$ cat src/rtl/dspq_pkg.sv
// shared constants, types and sequencer codes for the dual stepper pulse queue
`timescale 1ns / 1ps

package dspq_pkg;

  // command pool size and the width of a pool slot pointer
  localparam int POOL_DEPTH = 256;
  localparam int PTR_W      = $clog2(POOL_DEPTH);

  // field widths
  localparam int IVL_W  = 16;
  localparam int PINS_W = 2;
  localparam int CNT_W  = 16;

  // allocation starts at slot one after reset
  localparam int ALLOC_RESET = 1;

  // bit positions inside a stored pin pair
  localparam int PIN_DIR  = 0;
  localparam int PIN_STEP = 1;

  typedef logic [PTR_W-1:0] ptr_t;

  // input item kinds
  localparam logic MODE_ENQUEUE = 1'b0;
  localparam logic MODE_TICK    = 1'b1;

  // motor index values
  localparam logic MOTOR_FIRST  = 1'b0;
  localparam logic MOTOR_SECOND = 1'b1;

  typedef enum logic [2:0] {
    S_IDLE,
    S_ENQ_WRITE,
    S_ENQ_LINK,
    S_TICK,
    S_CHECK,
    S_PHASE,
    S_NEXT_ADD,
    S_FINISH
  } state_t;

  // controller to datapath commands
  typedef struct packed {
    logic capture;
    logic enq_write;
    logic enq_link;
    logic tick_inc;
    logic motor_read;
    logic phase;
    logic next_add;
    logic next_motor;
    logic load_out;
  } dp_cmd_t;

  // datapath to controller status
  typedef struct packed {
    logic motor;
    logic match;
    logic ivl_nonzero;
    logic head_is_tail;
    logic out_free;
  } dp_status_t;

endpackage

$ cat src/rtl/dspq_ctrl.sv
// controller: sequences enqueue writes and per-motor tick phases
`timescale 1ns / 1ps

module dspq_ctrl (
  input  logic                 clk,
  input  logic                 rst,
  input  logic                 in_valid,
  output logic                 in_ready,
  input  logic                 mode,
  input  dspq_pkg::dp_status_t status,
  output dspq_pkg::dp_cmd_t    cmd
);
  import dspq_pkg::*;

  state_t state;
  state_t state_next;

  // state register
  always_ff @(posedge clk) begin
    if (rst) begin
      state <= S_IDLE;
    end else begin
      state <= state_next;
    end
  end

  // next state and commands
  always_comb begin
    state_next = state;
    cmd        = '0;
    in_ready   = 1'b0;
    case (state)
      S_IDLE: begin
        in_ready = 1'b1;
        if (in_valid) begin
          cmd.capture = 1'b1;
          state_next  = (mode == MODE_TICK) ? S_TICK : S_ENQ_WRITE;
        end
      end
      S_ENQ_WRITE: begin
        cmd.enq_write = 1'b1;
        state_next    = S_ENQ_LINK;
      end
      S_ENQ_LINK: begin
        cmd.enq_link = 1'b1;
        state_next   = S_FINISH;
      end
      S_TICK: begin
        cmd.tick_inc = 1'b1;
        state_next   = S_CHECK;
      end
      S_CHECK: begin
        // read the head entry of a matching motor, else move on
        if (status.match) begin
          cmd.motor_read = 1'b1;
          state_next     = S_PHASE;
        end else if (status.motor == MOTOR_FIRST) begin
          cmd.next_motor = 1'b1;
          state_next     = S_CHECK;
        end else begin
          state_next = S_FINISH;
        end
      end
      S_PHASE: begin
        cmd.phase = 1'b1;
        if (!status.ivl_nonzero && !status.head_is_tail) begin
          state_next = S_NEXT_ADD;
        end else if (status.motor == MOTOR_FIRST) begin
          cmd.next_motor = 1'b1;
          state_next     = S_CHECK;
        end else begin
          state_next = S_FINISH;
        end
      end
      S_NEXT_ADD: begin
        cmd.next_add = 1'b1;
        if (status.motor == MOTOR_FIRST) begin
          cmd.next_motor = 1'b1;
          state_next     = S_CHECK;
        end else begin
          state_next = S_FINISH;
        end
      end
      S_FINISH: begin
        // wait for the output register to free up
        if (status.out_free) begin
          cmd.load_out = 1'b1;
          state_next   = S_IDLE;
        end
      end
      default: begin
        state_next = S_IDLE;
      end
    endcase
  end

endmodule

$ cat config.mk
export PLATFORM = sky130hd
export DESIGN_NAME = dspq_ctrl
export DESIGN_NICKNAME = d
export VERILOG_FILES = /design/src/rtl/dspq_pkg.sv /design/src/rtl/dspq_ctrl.sv
export SDC_FILE = /design/constraint.sdc
export NUM_CORES = 1
export LEC_CHECK = 0
export BUFFER_PORTS_ARGS = -buffer_cell sky130_fd_sc_hd__buf_2
export CAP_MARGIN = 10
export CORE_AREA = 2 2 39 41
export CTS_CLUSTER_SIZE = 8
export DETAILED_ROUTE_END_ITERATION = 7
export DIE_AREA = 0 0 41 43
export REMOVE_ABC_BUFFERS = 1
export SLEW_MARGIN = 20
export SYNTH_ARGS = -nofsm -noshare
export SYNTH_HDL_FRONTEND = slang
export SYNTH_SLANG_ARGS = --single-unit
$ cat constraint.sdc
create_clock -name clk -period 1.5 [get_ports clk]
set_clock_uncertainty 0.15 [all_clocks]
set_input_delay 0.3 -clock clk [delete_from_list [all_inputs] [get_ports clk]]
set_output_delay 0.3 -clock clk [all_outputs]
set_load 0.03 [all_outputs]
# After elaboration in Yosys (flattened, before gate mapping)
# Index checks and enable logic that the tools add are counted.
[op_classes] n_eq_ne=9 mux=23 n_reduce_logical=5
[op_table] operator="one-hot mux 3 bit (8 select lines)" count=1
[op_table] operator="two-way mux 1 bit" count=15
[op_table] operator="== test 3 bit, second input constant" count=4
[op_table] operator="two-way mux 3 bit" count=3
[op_table] operator="== test 3 x 2 -> 1 bit, second input constant" count=2
[op_table] operator="two-way mux 2 bit" count=3
[op_table] operator="!= test 2 bit, second input constant" count=2
[op_table] operator="== test 3 x 1 -> 1 bit, second input constant" count=1
[op_table] operator="logical NOT 3 bit" count=1
[op_table] operator="one-hot mux 1 bit (3 select lines)" count=1
[op_table] operator="logical NOT 1 bit" count=2
[op_table] operator="AND reduction 2 bit" count=1
[op_table] operator="logical AND 1 bit" count=1
[totals] ff_bits=3 out_inout_bits=10

# Longest topological paths before layout
[depth] depth_word=4 depth_mapped=4 mapped_depth_nobuf=4

# Worst setup path before layout
# Ideal clock, no wire load.
[synth_timing] kind="register to output" startpoint="reg state[1]" endpoint="out cmd[8] in the netlist's numbering" t_arrival_ns=1.552 required_ns=1.050 path_slack_ns=-0.502 path_stages_with_launch=5 path_buffers=1 cell_sequence="dfxtp_1 buf_6 or2_1 nor2_1 and2_1"
[synth_rtl] element="start: declaration" line_no="dspq_ctrl.sv:15" rtl="state_t state;"
[synth_rtl] element="start signal: assignment" line_no="dspq_ctrl.sv:23" rtl="state <= state_next;"
[synth_rtl] element="end: declaration" line_no="dspq_ctrl.sv:11" rtl="output dspq_pkg::dp_cmd_t cmd"

==> metrics.log <==
[metrics] cell type with the highest aggregate area in the netlist: sky130_fd_sc_hd__dfxtp_1
[metrics] flip-flop and latch count after synthesis: 3
[metrics] per-cell via count in the routed design: 4.391
[metrics] max FFs per register: 3
[metrics] clk_lat worst skew: 0.23 ns
[metrics] max-cap violation count: 0
[metrics] Yosys top cell area share: 21.43%
[metrics] Initial Util: 20.25%
[metrics] total setup violations reported at the end of the flow: 10
[metrics] number of warnings printed during yosys synthesis: 0
[metrics] initial detailed-routing violation count: 1
[metrics] R2R cell count: 4
[metrics] achievable clock frequency: 0.5754 GHz
[metrics] residual antenna-violating net count after detailed routing: 0
[metrics] Post-Syn Area: 280.3 µm²
[metrics] GRT Overall Usage: 12.22%
[metrics] register with the most flip-flops: state
[metrics] type of origin of the critical path: flip-flop
[metrics] number of distinct library cell variants in the gate-level netlist after synthesis: 21
[metrics] CTS sink cnt: 3
[metrics] worst slack, placed: -0.2051 ns
[metrics] sort of element at the end of the critical path: output pin
[metrics] share of synthesized flip-flops with an asynchronous set or reset: 0%
[metrics] classification of the worst setup path: flip-flop to output pin
[metrics] slew at the pin with the worst max-slew slack: 0.2752 ns
[metrics] number of antenna diodes: 0
[metrics] post-DP HPWL: 658.1 µm
[metrics] RR Endpoint: state[1]
[metrics] maximum count of clock buffers along a single path: 2
[metrics] Hold Crit Class: input port to flip-flop
[metrics] Die Area: 1763 µm²
[metrics] root buffer cell: sky130_fd_sc_hd__clkbuf_4
[metrics] capture point of the critical path: cmd[1]
[metrics] failing checks: setup timing
[metrics] mean post-synth cell area: 7.575 µm²
[metrics] critical path launch point: state[0]
[metrics] Final Cell Area: 679.4 µm²
[metrics] power density of the placed cells: 1340 nW/µm²
[metrics] Die Width: 41 µm
[metrics] Net count, final: 81
[metrics] status: finished, violations left
[metrics] total CTS buffers: 3
[metrics] routability congestion estimate from global placement: 0.7157
[metrics] largest net degree at the start of global routing: 10
[metrics] part of the Yosys area used for sequential elements: 21.43%
[metrics] largest registers ranked by flip-flop count: state x3
[metrics] overall power consumption: 910.5 µW
[metrics] total via count in the routed design: 382
[metrics] clock slew at reported path FFs: 0.04 ns
[metrics] vias in the first global route: 398
[metrics] Arr. time, crit path: 1.29 ns
[metrics] clock tree from TritonCTS: done
[metrics] number of enable-type register cells in the synthesized netlist: 0
[metrics] DR DRC count: 0
[metrics] initial antenna violation count: 0
[metrics] Placement Rows: 14
[metrics] final setup margin: -0.2380 ns
[metrics] aggregate negative setup slack: -0.8795 ns
[metrics] TritonRoute pass-1 iters: 2
[metrics] floorplan die height: 43 µm
[metrics] final hold violation count: 0
[metrics] RSZ-0062 raised after global routing: yes
[metrics] Area contributors post-synth: sky130_fd_sc_hd__dfxtp_1 (21%), sky130_fd_sc_hd__a2111oi_2 (11%), sky130_fd_sc_hd__nor2_1 (8.0%)
[metrics] LEAKAGE: 0.0003132 µW
[metrics] synthesized instance count: 37
[metrics] cell area after placement: 456.7 µm²
[metrics] count of pins on the block boundary: 19
[metrics] flop2flop setup slack: 0.13 ns
[metrics] portion of the clock cycle consumed by the worst path in the final layout: 115.9%
[metrics] crit path time final: 1.738 ns
[metrics] maximum fanout encountered on the critical timing path: 5
[metrics] total count of max-transition violations in the final report: 0
[metrics] total routed wirelength: 932 µm
[metrics] Slew headroom: 81.54%
[metrics] Filler Cells Inserted: 143
[metrics] Required @ worst endpoint: 1.05 ns
[metrics] area of the core: 1384 µm²
[metrics] global-route wire length before repair: 1.455 mm
[metrics] worst vdd ir: 0.0005076 V
[metrics] gr ovfl total: 0
[metrics] top cells by count, synth: sky130_fd_sc_hd__nor2_1 (6), sky130_fd_sc_hd__dfxtp_1 (3), sky130_fd_sc_hd__nand2_1 (3), sky130_fd_sc_hd__nor3_1 (3)
[metrics] library cell with the highest instance count after synthesis: sky130_fd_sc_hd__nor2_1
[metrics] Primary FF master, synth: sky130_fd_sc_hd__dfxtp_1
[metrics] average wire per standard cell: 10.71 µm
[metrics] synthesis-to-finish area growth: 142.4%
[metrics] H-tree depth reported by CTS: 1
[metrics] share of final-layout standard cells stronger than drive strength 1: 78.87%
[metrics] source of the worst register-to-register timing path: state[2]
[metrics] buffers added on ports: 18
[area by class of cell]
class,instances,area (µm²),area share (%)
Clock buffer,4,26.28,3.867
Tap cell,16,20.02,2.947
Sequential cell,3,63.81,9.392
Timing Repair Buffer,32,275.3,40.52
Multi-Input combinational cell,30,286.5,42.17
Inverter,2,7.507,1.105
[worst min-delay path by stage]
stage | startpoint | end | depth (start not counted)
after floorplan | rst | state[1] | 1
after global placement | rst | state[1] | 2
after detailed placement | rst | state[1] | 2
after CTS | rst | state[1] | 2
after global routing | rst | state[1] | 2
final | rst | state[1] | 2
[critical path: stages (launching register included)]
cell	delay (ns)
sky130_fd_sc_hd__dfxtp_2	0.35
sky130_fd_sc_hd__buf_4	0.17
sky130_fd_sc_hd__a2111oi_4	0.33
sky130_fd_sc_hd__buf_4	0.21
[through the flow]
stage	hold WS [ns]	instances	utilization, %
2_1_floorplan	0.2162	35	-
3_3_place_gp	0.3656	80	33.00
3_5_place_dp	0.3638	80	33.00
4_1_cts	0.1136	86	43.67
5_1_grt	0.1156	87	49.10
6_report	0.1186	87	49.10
[timing repair]
item / CTS / global route
hold buffers: 0 / 0
pin swaps: 9 / 2
setup endpoints to repair: 10 / 10
resized for setup: 34 / 9
cloned: 0 / 1
hold endpoints to repair: 0 / 0
setup buffers: 2 / 0
[per-layer routing]
layer	part of all wire, %	vias up	track usage, %
li1	-	200	-
met1	39	171	12.46
met2	55	11	20.94
met3	6.0	0	3.665
met4	0	0	6.000
met5	0	-	0
[report_power, final]
| part | internal, µW | switching [µW] |
|---|---|---|
| Combinational | 333 | 308 |
| Clock | 99.5 | 38.4 |
| Sequential | 104 | 26.5 |
| Total | 537 | 373 |
[cells by family (layout without fill, tap and decap cells)]
logic type,Yosys count,count (layout),synth area share [%]
buf+inv,4,38,8.478
simple gates,21,21,39.73
flops,3,3,21.43
compound gates,9,9,30.36
[cell usage in the layout, fill, tap and decap left out, types with 2 or more instances in the layout]
master                     Yosys  routed
sky130_fd_sc_hd__buf_6         1       8
sky130_fd_sc_hd__buf_2         1       8
sky130_fd_sc_hd__buf_4         0      14
sky130_fd_sc_hd__nor3_2        1       2
sky130_fd_sc_hd__clkbuf_4      0       3
sky130_fd_sc_hd__nor2_4        0       4
sky130_fd_sc_hd__dfxtp_2       0       3
sky130_fd_sc_hd__nor3b_2       0       2
sky130_fd_sc_hd__a21oi_1       2       2
sky130_fd_sc_hd__nand2_4       0       2
sky130_fd_sc_hd__nor2_1        6       2
sky130_fd_sc_hd__nor3_1        3       2
Power figures use the tool's default switching activity.
